$ cat config.mk
export PLATFORM = sky130hd
export DESIGN_NAME = common_average_reference_flat
export DESIGN_NICKNAME = d
export VERILOG_FILES = /design/src/rtl/car_pkg.sv /design/src/rtl/car_in_if.sv /design/src/rtl/car_out_if.sv /design/src/rtl/car_cell.sv /design/src/rtl/car_div.sv /design/src/rtl/common_average_reference.sv /design/src/flat_wrapper.sv
export SDC_FILE = /design/constraint.sdc
export NUM_CORES = 2
export LEC_CHECK = 0
export BUFFER_PORTS_ARGS = -buffer_cell sky130_fd_sc_hd__buf_2
export CAP_MARGIN = 20
export CORE_UTILIZATION = 34
export DETAILED_ROUTE_END_ITERATION = 8
export PLACE_DENSITY = 0.56
export SYNTH_ARGS = -nofsm -noshare
export SYNTH_HDL_FRONTEND = slang
export SYNTH_SLANG_ARGS = --single-unit
$ cat constraint.sdc
create_clock -name clk -period 9.5 [get_ports clk]
set_input_delay 2.375 -clock clk [delete_from_list [all_inputs] [get_ports clk]]
set_output_delay 2.375 -clock clk [all_outputs]
set_load 0.05 [all_outputs]
$ cat src/rtl/car_pkg.sv
// ----------------------------------------------------------------------------
// car_pkg: shared types and constants of the common average reference
// Field widths, register indexes, controller states and the cell control word.
// ----------------------------------------------------------------------------
package car_pkg;

	localparam int CHANNELS_DEF    = 32;
	localparam int SAMPLE_BITS_DEF = 16;

	localparam int SAMPLE_W  = 16;
	localparam int CHAN_W    = 5;
	localparam int VALUE_W   = 17;
	localparam int STATUS_W  = 2;
	localparam int CFG_IDX_W = 2;
	localparam int CFG_W     = 32;
	localparam int MASK_W    = 32;

	localparam logic [CFG_IDX_W-1:0] REG_USE_MEDIAN   = 2'd0;
	localparam logic [CFG_IDX_W-1:0] REG_EXCLUDE_MASK = 2'd1;

	localparam logic [STATUS_W-1:0] ST_OK       = 2'd0;
	localparam logic [STATUS_W-1:0] ST_NO_REF   = 2'd1;
	localparam logic [STATUS_W-1:0] ST_OVERFLOW = 2'd2;

	typedef enum logic [2:0] {
		S_LOAD,
		S_PREP,
		S_MED,
		S_DIV,
		S_EMIT
	} state_t;

	// per-cycle control shared by all cells of the chain
	typedef struct packed {
		logic load;       // write the incoming sample at the write index
		logic ins;        // insert the incoming sample into the sorted chain
		logic shift_raw;  // move raw samples one cell toward cell 0
		logic shift_srt;  // move sorted samples one cell toward cell 0
	} cell_ctl_t;

endpackage

$ cat src/rtl/car_in_if.sv
// ----------------------------------------------------------------------------
// car_in_if: sample channel
// One channel sample per beat, last_in_row closes the row.
// ----------------------------------------------------------------------------
interface car_in_if;
	logic                                valid;
	logic                                ready;
	logic signed [car_pkg::SAMPLE_W-1:0] sample;
	logic                                last_in_row;

	modport source (output valid, output sample, output last_in_row, input ready);
	modport sink (input valid, input sample, input last_in_row, output ready);
	modport monitor (input valid, input sample, input last_in_row, input ready);
endinterface

$ cat src/rtl/car_out_if.sv
// ----------------------------------------------------------------------------
// car_out_if: result channel
// One referenced channel sample per beat.
// ----------------------------------------------------------------------------
interface car_out_if;
	logic                                valid;
	logic                                ready;
	logic        [car_pkg::CHAN_W-1:0]   channel;
	logic signed [car_pkg::VALUE_W-1:0]  value;
	logic                                last;
	logic        [car_pkg::STATUS_W-1:0] status;

	modport source (output valid, output channel, output value, output last,
		output status, input ready);
	modport sink (input valid, input channel, input value, input last,
		input status, output ready);
	modport monitor (input valid, input channel, input value, input last,
		input status, input ready);
endinterface

$ cat src/rtl/car_cell.sv
// ----------------------------------------------------------------------------
// car_cell: one cell of the sample chain
// Holds one raw sample in channel order and one sample of the sorted chain.
// ----------------------------------------------------------------------------
module car_cell #(
	parameter int IDX = 0,
	parameter int SB  = 16,
	parameter int CW  = 6
) (
	input  logic                  clk,
	input  car_pkg::cell_ctl_t    ctl,
	input  logic [CW-1:0]         wr_idx,
	input  logic signed [SB-1:0]  din,
	input  logic [CW-1:0]         n_incl,
	input  logic signed [SB-1:0]  prev_srt,
	input  logic                  prev_lt,
	input  logic signed [SB-1:0]  next_raw,
	input  logic signed [SB-1:0]  next_srt,
	output logic signed [SB-1:0]  raw,
	output logic signed [SB-1:0]  srt,
	output logic                  lt
);

	logic signed [SB-1:0] raw_q;
	logic signed [SB-1:0] srt_q;
	logic                 occ;

	// an empty slot acts as plus infinity
	assign occ = CW'(IDX) < n_incl;
	assign lt  = !occ || (din < srt_q);

	always_ff @(posedge clk) begin
		if (ctl.load && wr_idx == CW'(IDX)) begin
			raw_q <= din;
		end else if (ctl.shift_raw) begin
			raw_q <= next_raw;
		end
		if (ctl.ins) begin
			if (prev_lt) begin
				srt_q <= prev_srt;
			end else if (lt) begin
				srt_q <= din;
			end
		end else if (ctl.shift_srt) begin
			srt_q <= next_srt;
		end
	end

	assign raw = raw_q;
	assign srt = srt_q;

endmodule

$ cat src/rtl/car_div.sv
// ----------------------------------------------------------------------------
// car_div: restoring unsigned divider
// One quotient bit per cycle, done pulses when the quotient is complete.
// ----------------------------------------------------------------------------
module car_div #(
	parameter int NW = 22,
	parameter int DW = 6
) (
	input  logic          clk,
	input  logic          arst_n,
	input  logic          start,
	input  logic [NW-1:0] dividend,
	input  logic [DW-1:0] divisor,
	output logic          done,
	output logic [NW-1:0] quotient
);

	localparam int KW = $clog2(NW + 1);

	logic          busy_q;
	logic          done_q;
	logic [KW-1:0] cnt_q;
	logic [DW-1:0] rem_q;
	logic [NW-1:0] quo_q;
	logic [DW-1:0] dvs_q;
	logic [DW:0]   trial;
	logic          fits;

	assign trial = {rem_q, quo_q[NW-1]};
	assign fits  = trial >= {1'b0, dvs_q};

	always_ff @(posedge clk or negedge arst_n) begin
		if (!arst_n) begin
			busy_q <= 1'b0;
			done_q <= 1'b0;
			cnt_q  <= '0;
		end else begin
			done_q <= 1'b0;
			if (start) begin
				busy_q <= 1'b1;
				cnt_q  <= '0;
			end else if (busy_q) begin
				cnt_q <= cnt_q + KW'(1);
				if (cnt_q == KW'(NW - 1)) begin
					busy_q <= 1'b0;
					done_q <= 1'b1;
				end
			end
		end
	end

	always_ff @(posedge clk) begin
		if (start) begin
			rem_q <= '0;
			quo_q <= dividend;
			dvs_q <= divisor;
		end else if (busy_q) begin
			rem_q <= fits ? DW'(trial - {1'b0, dvs_q}) : DW'(trial);
			quo_q <= {quo_q[NW-2:0], fits};
		end
	end

	assign done     = done_q;
	assign quotient = quo_q;

endmodule

$ cat src/rtl/common_average_reference.sv
// ----------------------------------------------------------------------------
// common_average_reference: per-row common average / median reference
// Stores a row of channel samples in a chain of cells, forms the reference
// from the included channels and streams every channel minus the reference.
// ----------------------------------------------------------------------------
//
//  port      dir   beat payload                       notes
//  samples   sink  sample, last_in_row                one channel per beat
//  results   src   channel, value, last, status       one channel per beat
//  cfg_*     in    cfg_idx, cfg_data on cfg_we        use_median, exclude_mask
//
// A row of N samples loads at one beat per cycle. Closing the row passes
// through a setup state, then (n-1)/2 sorted-chain shifts and a step that
// takes the median, or through the serial divider for the mean, then one
// result beat per stored channel, one per cycle unless results stalls.
// samples.ready is low from the cycle after the closing beat until the
// last result beat is loaded into the output register. Reset clears
// control only; no clearing pass. A stalled result holds.
//
module common_average_reference #(
	parameter int CHANNELS    = car_pkg::CHANNELS_DEF,
	parameter int SAMPLE_BITS = car_pkg::SAMPLE_BITS_DEF
) (
	input  logic                          clk,
	input  logic                          arst_n,
	car_in_if.sink                        samples,
	car_out_if.source                     results,
	input  logic                          cfg_we,
	input  logic [car_pkg::CFG_IDX_W-1:0] cfg_idx,
	input  logic [car_pkg::CFG_W-1:0]     cfg_data
);

	localparam int SB = SAMPLE_BITS;
	localparam int CW = $clog2(CHANNELS + 1);
	// sum of up to CHANNELS signed samples, plus headroom for the floor bias
	localparam int SW = SB + $clog2(CHANNELS) + 1;

	// configuration registers
	logic                         use_median_q;
	logic [car_pkg::MASK_W-1:0]   excl_mask_q;

	// row control
	car_pkg::state_t              st_q, st_d;
	logic [CW-1:0]                fill_q;
	logic [CW-1:0]                n_q;
	logic [CW-1:0]                cnt_q;
	logic [CW-1:0]                emit_q;
	logic                         ovf_q;
	logic signed [SW-1:0]         sum_q;
	logic signed [SB:0]           ref_q;
	logic [car_pkg::STATUS_W-1:0] status_q;
	logic                         neg_q;

	// output register
	logic                         ov_q;
	logic [car_pkg::CHAN_W-1:0]   ochan_q;
	logic signed [car_pkg::VALUE_W-1:0] oval_q;
	logic                         olast_q;
	logic [car_pkg::STATUS_W-1:0] ostat_q;

	// datapath
	logic                         acc;
	logic                         room;
	logic                         incl;
	logic [6:0]                   fill_ext;
	logic [31:0]                  samp32;
	logic signed [SB-1:0]         din;
	logic                         out_free;
	logic                         emit_go;
	logic                         emit_end;
	car_pkg::cell_ctl_t           ctl;

	logic signed [SB-1:0]         raw_w [CHANNELS];
	logic signed [SB-1:0]         srt_w [CHANNELS];
	logic                         lt_w  [CHANNELS];

	logic                         div_start;
	logic                         div_done;
	logic [SW-1:0]                div_num;
	logic [SW-1:0]                div_q;
	logic signed [SB:0]           med_sum;
	logic signed [SB:0]           div_ref;
	logic signed [33:0]           diff;

	// ---------------- configuration ----------------
	always_ff @(posedge clk or negedge arst_n) begin
		if (!arst_n) begin
			use_median_q <= 1'b0;
			excl_mask_q  <= '0;
		end else if (cfg_we) begin
			unique case (cfg_idx)
				car_pkg::REG_USE_MEDIAN:   use_median_q <= cfg_data[0];
				car_pkg::REG_EXCLUDE_MASK: excl_mask_q  <= cfg_data;
				default: ;
			endcase
		end
	end

	// ---------------- input side ----------------
	assign samples.ready = (st_q == car_pkg::S_LOAD);
	assign acc           = samples.valid && samples.ready;
	assign room          = fill_q < CW'(CHANNELS);
	// channels at index 32 and above have no mask bit and always count
	assign fill_ext      = 7'(fill_q);
	assign incl          = !((fill_ext < 7'd32) && excl_mask_q[fill_ext[4:0]]);
	assign samp32        = {16'b0, samples.sample};
	assign din           = samp32[SB-1:0];

	// ---------------- output side ----------------
	assign out_free = !ov_q || results.ready;
	assign emit_go  = (st_q == car_pkg::S_EMIT) && out_free;
	assign emit_end = emit_go && (emit_q == fill_q - CW'(1));

	// ---------------- next state ----------------
	always_comb begin
		st_d = st_q;
		unique case (st_q)
			car_pkg::S_LOAD: begin
				if (acc && samples.last_in_row) st_d = car_pkg::S_PREP;
			end
			car_pkg::S_PREP: begin
				if (n_q == '0)        st_d = car_pkg::S_EMIT;
				else if (use_median_q) st_d = car_pkg::S_MED;
				else                   st_d = car_pkg::S_DIV;
			end
			car_pkg::S_MED: begin
				if (cnt_q == '0) st_d = car_pkg::S_EMIT;
			end
			car_pkg::S_DIV: begin
				if (div_done) st_d = car_pkg::S_EMIT;
			end
			car_pkg::S_EMIT: begin
				if (emit_end) st_d = car_pkg::S_LOAD;
			end
			default: st_d = car_pkg::S_LOAD;
		endcase
	end

	// ---------------- controls ----------------
	always_comb begin
		ctl.load      = acc && room;
		ctl.ins       = acc && room && incl;
		ctl.shift_raw = emit_go;
		ctl.shift_srt = (st_q == car_pkg::S_MED) && (cnt_q != '0);
		div_start     = (st_q == car_pkg::S_PREP) && (n_q != '0) && !use_median_q;
	end

	// floor(sum/n) for negative sums: -ceil(|sum|/n) = -((|sum|+n-1)/n)
	assign div_num = sum_q[SW-1] ? SW'(-sum_q) + SW'(n_q) - SW'(1) : SW'(sum_q);
	assign div_ref = neg_q ? -(SB+1)'(div_q) : (SB+1)'(div_q);
	assign med_sum = (SB+1)'(srt_w[0]) + (SB+1)'(srt_w[1]);

	// ---------------- row registers ----------------
	always_ff @(posedge clk or negedge arst_n) begin
		if (!arst_n) begin
			st_q   <= car_pkg::S_LOAD;
			fill_q <= '0;
			n_q    <= '0;
			cnt_q  <= '0;
			emit_q <= '0;
			ovf_q  <= 1'b0;
			sum_q  <= '0;
		end else begin
			st_q <= st_d;
			if (acc) begin
				if (room) begin
					fill_q <= fill_q + CW'(1);
					if (incl) begin
						n_q   <= n_q + CW'(1);
						sum_q <= sum_q + SW'(din);
					end
				end else begin
					ovf_q <= 1'b1;
				end
			end
			if (st_q == car_pkg::S_PREP) begin
				// shift so the lower middle element lands in cell 0
				cnt_q <= (n_q - CW'(1)) >> 1;
			end else if (ctl.shift_srt) begin
				cnt_q <= cnt_q - CW'(1);
			end
			if (emit_end) begin
				fill_q <= '0;
				n_q    <= '0;
				emit_q <= '0;
				ovf_q  <= 1'b0;
				sum_q  <= '0;
			end else if (emit_go) begin
				emit_q <= emit_q + CW'(1);
			end
		end
	end

	always_ff @(posedge clk) begin
		if (st_q == car_pkg::S_PREP) begin
			neg_q    <= sum_q[SW-1];
			status_q <= ovf_q ? car_pkg::ST_OVERFLOW :
				(n_q == '0 ? car_pkg::ST_NO_REF : car_pkg::ST_OK);
			ref_q    <= '0;
		end else if (st_q == car_pkg::S_MED && cnt_q == '0) begin
			ref_q <= n_q[0] ? (SB+1)'(srt_w[0]) : (med_sum >>> 1);
		end else if (st_q == car_pkg::S_DIV && div_done) begin
			ref_q <= div_ref;
		end
	end

	// ---------------- cell chain ----------------
	for (genvar i = 0; i < CHANNELS; i++) begin : g_cell
		logic signed [SB-1:0] p_srt, n_raw, n_srt;
		logic                 p_lt;
		if (i == 0) begin : g_head
			assign p_srt = srt_w[i];
			assign p_lt  = 1'b0;
		end else begin : g_body
			assign p_srt = srt_w[i-1];
			assign p_lt  = lt_w[i-1];
		end
		if (i == CHANNELS - 1) begin : g_tail
			assign n_raw = raw_w[i];
			assign n_srt = srt_w[i];
		end else begin : g_mid
			assign n_raw = raw_w[i+1];
			assign n_srt = srt_w[i+1];
		end
		car_cell #(.IDX(i), .SB(SB), .CW(CW)) u_cell (
			.clk      (clk),
			.ctl      (ctl),
			.wr_idx   (fill_q),
			.din      (din),
			.n_incl   (n_q),
			.prev_srt (p_srt),
			.prev_lt  (p_lt),
			.next_raw (n_raw),
			.next_srt (n_srt),
			.raw      (raw_w[i]),
			.srt      (srt_w[i]),
			.lt       (lt_w[i])
		);
	end

	car_div #(.NW(SW), .DW(CW)) u_div (
		.clk      (clk),
		.arst_n   (arst_n),
		.start    (div_start),
		.dividend (div_num),
		.divisor  (n_q),
		.done     (div_done),
		.quotient (div_q)
	);

	// ---------------- output register ----------------
	assign diff = 34'(raw_w[0]) - 34'(ref_q);

	always_ff @(posedge clk or negedge arst_n) begin
		if (!arst_n) begin
			ov_q <= 1'b0;
		end else if (out_free) begin
			ov_q <= emit_go;
		end
	end

	always_ff @(posedge clk) begin
		if (emit_go) begin
			ochan_q <= car_pkg::CHAN_W'(emit_q);
			oval_q  <= diff[car_pkg::VALUE_W-1:0];
			olast_q <= (emit_q == fill_q - CW'(1));
			ostat_q <= status_q;
		end
	end

	assign results.valid   = ov_q;
	assign results.channel = ochan_q;
	assign results.value   = oval_q;
	assign results.last    = olast_q;
	assign results.status  = ostat_q;

	// ---------------- assertions ----------------
	a_incl_le_fill: assert property (@(posedge clk) disable iff (!arst_n)
		n_q <= fill_q)
		else $error("included count exceeds stored count");

	a_close_to_prep: assert property (@(posedge clk) disable iff (!arst_n)
		acc && samples.last_in_row |=> st_q == car_pkg::S_PREP)
		else $error("closing beat did not start reference");

	a_emit_nonempty: assert property (@(posedge clk) disable iff (!arst_n)
		st_q == car_pkg::S_EMIT |-> fill_q != '0)
		else $error("emitting an empty row");

	a_med_in_range: assert property (@(posedge clk) disable iff (!arst_n)
		st_q == car_pkg::S_MED |-> cnt_q < n_q)
		else $error("median shift count out of range");

	a_last_ends_row: assert property (@(posedge clk) disable iff (!arst_n)
		emit_end |=> st_q == car_pkg::S_LOAD && fill_q == '0)
		else $error("row not cleared after last beat");

endmodule

$ cat src/flat_wrapper.sv
// flat-port wrapper written by rule: the top's interface ports become plain ports
module common_average_reference_flat 
#(
	parameter int CHANNELS    = car_pkg::CHANNELS_DEF,
	parameter int SAMPLE_BITS = car_pkg::SAMPLE_BITS_DEF
)
  (clk, arst_n, cfg_we, cfg_idx, cfg_data, samples_valid, samples_sample, samples_last_in_row, samples_ready, results_valid, results_channel, results_value, results_last, results_status, results_ready);
  car_in_if samples_i ();
  car_out_if results_i ();
  input  logic clk;
  input  logic arst_n;
  input  logic cfg_we;
  input  logic [car_pkg::CFG_IDX_W-1:0] cfg_idx;
  input  logic [car_pkg::CFG_W-1:0] cfg_data;
  input wire logic [$bits(samples_i.valid)-1:0] samples_valid;
  input wire logic [$bits(samples_i.sample)-1:0] samples_sample;
  input wire logic [$bits(samples_i.last_in_row)-1:0] samples_last_in_row;
  output wire logic [$bits(samples_i.ready)-1:0] samples_ready;
  output wire logic [$bits(results_i.valid)-1:0] results_valid;
  output wire logic [$bits(results_i.channel)-1:0] results_channel;
  output wire logic [$bits(results_i.value)-1:0] results_value;
  output wire logic [$bits(results_i.last)-1:0] results_last;
  output wire logic [$bits(results_i.status)-1:0] results_status;
  input wire logic [$bits(results_i.ready)-1:0] results_ready;
  assign samples_i.valid = samples_valid;
  assign samples_i.sample = samples_sample;
  assign samples_i.last_in_row = samples_last_in_row;
  assign samples_ready = samples_i.ready;
  assign results_valid = results_i.valid;
  assign results_channel = results_i.channel;
  assign results_value = results_i.value;
  assign results_last = results_i.last;
  assign results_status = results_i.status;
  assign results_i.ready = results_ready;
  common_average_reference #(.CHANNELS(CHANNELS), .SAMPLE_BITS(SAMPLE_BITS)) u_core (.clk(clk), .arst_n(arst_n), .samples(samples_i), .results(results_i), .cfg_we(cfg_we), .cfg_idx(cfg_idx), .cfg_data(cfg_data));
endmodule
=== Word level (Yosys, flattened, before mapping) ===
Index checks and enable logic that the tools add are counted.

* Output and inout port bits: 27
* Register bits after elaboration: 1194

* Muxes and demuxes: 231
* Magnitude comparators: 68
* Equality and inequality tests: 75
* Reductions and logical operators: 196
* $add $sub $neg: 15

{| class="wikitable"
|+ Operators by type and width
! operator !! number
|-
| 16-bit 2-to-1 mux || 187
|-
| 16-bit < comparator || 32
|-
| 22-bit 2-to-1 mux || 7
|-
| 6-bit by 5-bit equality test with 1-bit output, second input constant || 16
|-
| 5-bit by 6-bit < comparator with 1-bit output, first input constant || 16
|-
| 3-bit != test, second input constant || 30
|-
| 2-bit nonzero test || 39
|-
| 6-bit 2-to-1 mux || 12
|-
| 2-bit AND reduction || 36
|-
| 17-bit 2-to-1 mux || 4
|-
| 6-bit by 4-bit equality test with 1-bit output, second input constant || 8
|-
| 4-bit by 6-bit < comparator with 1-bit output, first input constant || 8
|-
| 1-bit logical AND || 44
|-
| 1-bit zero test || 35
|-
| 1-bit logical OR || 33
|-
| 6-bit by 3-bit equality test with 1-bit output, second input constant || 4
|-
| 3-bit by 6-bit < comparator with 1-bit output, first input constant || 4
|-
| 22-bit by 16-bit adder with 22-bit output || 1
|-
| 22-bit by 6-bit adder with 22-bit output || 1
|-
| 22-bit negator || 1
|-
| 22-bit by 1-bit subtractor with 22-bit output, second input constant || 1
|-
| 6-bit by 1-bit adder with 6-bit output, second input constant || 3
|-
| 6-bit zero test || 3
|-
| 6-bit by 1-bit subtractor with 6-bit output, second input constant || 3
|-
| 30 further kinds || 57
|}

=== Longest topological paths before layout ===
* Depth after elaboration: 7
* Gate-level depth with buffers: 13
* Gate-level depth less buffers: 12

=== Modules after synthesis ===
From an unflattened synthesis, not the netlist that was laid out.

* Cells, all modules: 6509
* Area, all modules: 74515.2 µm²

{| class="wikitable"
|+ By module, submodules not included
! module !! sequential area each (µm²) !! times used !! area each (µm²) !! cells an instance
|-
| common_average_reference || 3283.1 || 1 || 9351.5 || 1016
|-
| car_cell (u_core.g_cell[10].u_cell ...) || 960.9 || 2 || 1974.4 || 165
|-
| car_cell (u_core.g_cell[26].u_cell) || 960.9 || 1 || 2039.5 || 164
|-
| car_cell (u_core.g_cell[21].u_cell) || 960.9 || 1 || 2038.2 || 164
|-
| car_cell (u_core.g_cell[6].u_cell) || 960.9 || 1 || 2026.9 || 169
|-
| car_cell (u_core.g_cell[5].u_cell) || 960.9 || 1 || 2024.4 || 167
|-
| car_cell (u_core.g_cell[29].u_cell) || 960.9 || 1 || 2019.4 || 165
|-
| car_div || 1136.1 || 1 || 2015.7 || 157
|-
| car_cell (u_core.g_cell[4].u_cell) || 960.9 || 1 || 2014.4 || 169
|-
| car_cell (u_core.g_cell[30].u_cell) || 960.9 || 1 || 2006.9 || 166
|-
| car_cell (u_core.g_cell[12].u_cell) || 960.9 || 1 || 2005.7 || 171
|-
| car_cell (u_core.g_cell[14].u_cell) || 960.9 || 1 || 1988.2 || 171
|-
| car_cell (u_core.g_cell[3].u_cell) || 960.9 || 1 || 1986.9 || 167
|-
| car_cell (u_core.g_cell[24].u_cell) || 960.9 || 1 || 1979.4 || 165
|-
| 19 more rows || n/a || n/a || n/a || n/a
|}

=== Worst setup path before layout ===
Ideal clock, no wire load.

* Path kind: input to register
* Start point: input port samples_sample[11]
* End point: register u_core.g_cell[17].u_cell.srt_q[0] (enable)
* Cell stages on the path: 9
* Slack: 3970 ps
* Data arrival time: 5119 ps
* Path through: ha_1 a21oi_1 o21ai_0 a2111oi_0 a211oi_1 o32a_1 nand2_1 nor3_1 o21ai_0

* Cells in the longest elaborated chain, start to end: 4
* Elaborated cells between the ends (all ways): 6
* Those cells by class: order compare: 2; eq/ne: 1; reduce/logical: 3

{| class="wikitable"
|+ RTL lines
! element !! line !! RTL
|-
| start, declared || flat_wrapper.sv:16 || <nowiki>input wire logic [$bits(samples_i.sample)-1:0] samples_sample;</nowiki>
|-
| 16-bit < comparator || car_cell.sv:30 || <nowiki>assign lt = !occ || (din < srt_q);</nowiki>
|-
| 1-bit logical OR || car_cell.sv:30 ||
|-
| 3-bit != test (no source line) * || n/a ||
|-
| 2-bit AND reduction (no source line) * || n/a ||
|-
| end signal, assigned || car_cell.sv:40 || <nowiki>srt_q <= prev_srt;</nowiki>
|-
| end signal, assigned || car_cell.sv:42 || <nowiki>srt_q <= din;</nowiki>
|-
| end signal, assigned || car_cell.sv:45 || <nowiki>srt_q <= next_srt;</nowiki>
|-
| end, declared || car_cell.sv:25 || <nowiki>logic signed [SB-1:0] srt_q;</nowiki>
|}

Every way passes the cells marked *; elsewhere a longest branch is shown, timed or not.
A chain may end at the register's enable or synchronous reset.

=== Worst setup path in the final report ===
* Start point: input port samples_sample[1]
* End point: register u_core.g_cell[20].u_cell.srt_q[14] (enable)

* Cells in the longest elaborated chain, start to end: 4
* Elaborated cells between the ends (all ways): 6
* Those cells by class: order compare: 2; eq/ne: 1; reduce/logical: 3

{| class="wikitable"
|+ RTL lines
! element !! line
|-
| 16-bit < comparator || car_cell.sv:30
|-
| 1-bit logical OR || car_cell.sv:30
|-
| 3-bit != test (no source line) * || n/a
|-
| 2-bit AND reduction (no source line) * || n/a
|-
| end signal, assigned || car_cell.sv:40
|-
| end signal, assigned || car_cell.sv:42
|-
| end signal, assigned || car_cell.sv:45
|-
| end, declared || car_cell.sv:25
|}

Marked as above.

==> parameters.txt <==
Parameter                              Value

Synthesis
  Netlist Area Pre-Place    0.0694 mm2
  Proportion of register bits with asynchronous set or reset after synthesis    0.0762
  Yosys warning total    0
  Number of enable-type register cells in the synthesized netlist    1080
  Number of standard cells after synthesis    6147
  Most used flip-flop cell after synthesis    sky130_fd_sc_hd__edfxtp_1
  Syn_nets    6765
  Unique cell type count in the Yosys netlist    81
  Register bit total from synthesis    1194
  Register area share after synthesis    0.507
  Mapped Avg Cell Area    11.3 um2

Die
  Std cell rows    165
  Die Footprint    0.206 mm2
  Horizontal die dimension    454 um
  Total I/O pin count    83
  Initial standard-cell utilization of the core    0.343
  Placeable core region    0.203 mm2
  Die Y    454 um

STA
  Summed negative setup slack over all endpoints    0 ns
  Measured slew at the worst slew-check pin    1.09 ns
  Clk_skew    0.0315 ns
  Count of final hold-check violations    0
  Min cycle time layout    6.12 ns
  Max Transition Viols Final    0
  Slew margin rel.    0.268
  Setup violation total in the final timing report    0
  Post-route clock period utilization    0.644
  Max Clock Freq    163 MHz
  Setup repair after global routing missed its margin    no

Detailed routing
  Remaining design rule violation count    0
  Antenna-violating nets left    0
  Routed wire length per instance    23.2 um
  Per-cell via count in the routed design    5.69
  Vias    50.3k
  Total Routed Length    206000 um
  DRC marker count from the first detailed-route iteration    4709
  Initial DRT Pass Iterations    6

Layout
  Layout Nets    6678
  Fraction of final layout cells sized beyond drive strength 1    0.151
  Most common cell after layout, fill and taps aside    sky130_fd_sc_hd__edfxtp_1
  Area added between synthesis and finish    10.7%
  Number of fill cells in the layout    19.5k
  Total non-filler cell area in the finished layout    0.0768 mm2
  Most used cells in the layout excluding fill and tap cells    sky130_fd_sc_hd__edfxtp_1 (1080), sky130_fd_sc_hd__inv_1 (584), sky130_fd_sc_hd__ha_1 (557)

GRT
  Remaining Overflow, GRT    0
  Initial antenna violation count    11
  Number of global-route vias before repair    49.8k
  Wire length of the first global-routing pass    311000 um
  Pin count of the biggest net entering global routing    168
  Overall global routing resource usage    0.196

Outcome
  Result of the run    finished, final reports clean

Critical path
  RR Startpoint    u_core.fill_q[0]
  Buf+Inv Stages, Crit Path    2
  Cells along the critical path    buf_2 > buf_4 > ha_1 > nor2_1 > a21oi_1 > o31ai_1 > a2111oi_0 > o41a_1 > nand2_1 > o21ai_0 > nand2_1
  Crit-path max cell delay    0.75 ns
  Category of the most critical setup path    input pin to flip-flop
  Setup crit start kind    input pin
  Family with the most delay on the worst path    compound AO/OA/AOI/OAI gates
  CP dominant cell by count    sky130_fd_sc_hd__nand2_1
  Data arrival time of the worst path    6.46 ns
  Largest fanout of any net on the critical path    32
  CP Capture Type    flip-flop
  Critical Path Source    samples_sample[1]
  Required @ worst endpoint    9.84 ns
  Cell type of the slowest stage on the worst timing path    sky130_fd_sc_hd__a2111oi_0

Placement
  Port buffer count    82
  Placed cell area    0.0723 mm2
  Final RePlAce weighted congestion    0.887
  DP HPWL    139000 um

CTS
  Count of hold-fix buffers inserted at cts    0
  CTS tree    built
  Clock-pin slew reported for the worst setup and hold paths after clock tree synthesis    0.06 ns
  Post_cts resized    0
  Largest buffer count on any clock path    3
  Number of CTS-inserted buffers    138
  Insertion delay of the later-clocked pin in the worst-skew pair    0.78 ns
  Number of buffers inserted to repair setup after CTS    0
  Number of H-tree levels    4
  CTS Root Cell    sky130_fd_sc_hd__clkbuf_16
  Clock net sink count    1194

Hold path
  Hold path start    u_core.status_q[0]
  Hold/Removal Path Class    flip-flop to flip-flop

Pwr
  Maximum vdd drop    0.000201 V
  Static Leakage    29.7 nW
  PwrDens    348 mW/mm2

Run
  Number of maximum-capacitance constraint violations    0
-- synth_stat cells, drive strengths merged (13+ instances only) --
cell / count / share of area
dfxtp: 23 / 0.0066
ha: 557 / 0.10
inv: 584 / 0.032
mux2: 511 / 0.083
o211ai: 24 / 0.0026
a211oi: 36 / 0.0040
a21oi: 289 / 0.021
o21a: 16 / 0.0017
a221o: 45 / 0.0065
a2111oi: 22 / 0.0028
xnor2: 53 / 0.0067
a21o: 60 / 0.0065
o221ai: 363 / 0.046
buf: 145 / 0.011
a211o: 14 / 0.0018
nand2: 447 / 0.025
and2: 16 / 0.0014
nand2b: 50 / 0.0045
clkbuf: 262 / 0.014
nor3: 101 / 0.0073
a31oi: 26 / 0.0023
nor2b: 27 / 0.0024
edfxtp: 1080 / 0.47
a22oi: 13 / 0.0014
dfrtp: 91 / 0.033
nor2: 191 / 0.010
o21ai: 311 / 0.022
and3: 23 / 0.0021
nand4: 54 / 0.0049
nand3: 397 / 0.029
o31ai: 26 / 0.0028
xor2: 54 / 0.0068
mux2i: 59 / 0.0085
a41oi: 29 / 0.0037
-- final cells by class --
class,count,area [um2],share of cell area
diodes,3,7.51,0.0000977
clock buffers,176,3690,0.0480
clock inverters,74,813,0.0106
inverters,586,2200,0.0286
multi-input cells,3960,30300,0.395
flip-flops and latches,1194,35200,0.458
well taps,2672,3340,0.0435
repair buffers,180,1260,0.0165
-- metrics by stage --
stage	hold WS, ns	util	cells	setup slack, ns	total power [mW]
after floorplan	0.400	-	6147	3.97	17.8
after global placement	0.409	0.357	8590	2.72	21.1
after detailed placement	0.406	0.357	8590	2.71	21.3
after CTS	0.420	0.379	8840	3.51	26.7
after global routing	0.428	0.379	8843	3.02	28.4
final	0.418	0.379	8845	3.38	26.8
-- routing by layer --
metal | global-route usage | routed length, um
met1 | 0.265 | 89900
met2 | 0.317 | 95000
met3 | 0.0340 | 14100
met4 | 0.0650 | 6450
met5 | 0 | 63
-- state kept, by name, indices dropped and copies added, names as in the netlist, 3 cells and up --
signal,flops
u_core.emit_q,6
u_core.u_div.rem_q,6
u_core.fill_q,6
u_core.u_div.dvs_q,6
u_core.results.value,17
u_core.st_q,3
u_core.excl_mask_q,32
u_core.g_cell.u_cell.srt,512
u_core.sum_q,22
u_core.n_q,6
u_core.results.channel,5
u_core.cnt_q,6
u_core.u_div.quotient,22
u_core.u_div.cnt_q,5
u_core.ref_q,17
u_core.g_cell.u_cell.raw,512
-- cell families (layout without fill, tap and decap cells) --
logic type	after synthesis	in the layout	share of synthesized area
fa+ha+maj	562	562	0.102
buf+inv	993	1016	0.0568
simple gates	1364	1364	0.0923
compound gates	1349	1349	0.135
flops	1194	1194	0.507
other cells	0	3	0
mux	578	578	0.0941
xor+xnor	107	107	0.0135
-- path summary, 6_finish.rpt --
path | endpoint | slack [ns] | depth (start not counted)
min | u_core.results.status[0] | 0.42 | 0
max reg2reg | u_core.g_cell[17].u_cell.srt[5] | 4.39 | 8
max in group asynchronous | u_core.cnt_q[0] | 6.73 | 2
max | u_core.g_cell[20].u_cell.srt[14] | 3.38 | 11
min in group asynchronous | u_core.sum_q[17] | 1.51 | 1
min reg2reg | u_core.results.status[0] | 0.42 | 0
-- power by group --
| part | internal, mW | switching, mW | total [mW] |
|---|---|---|---|
| combinational | 3.94 | 7.09 | 11.0 |
| sequential | 9.01 | 1.37 | 10.4 |
| clock | 3.05 | 2.31 | 5.36 |
(Power assumes the default switching activity.)
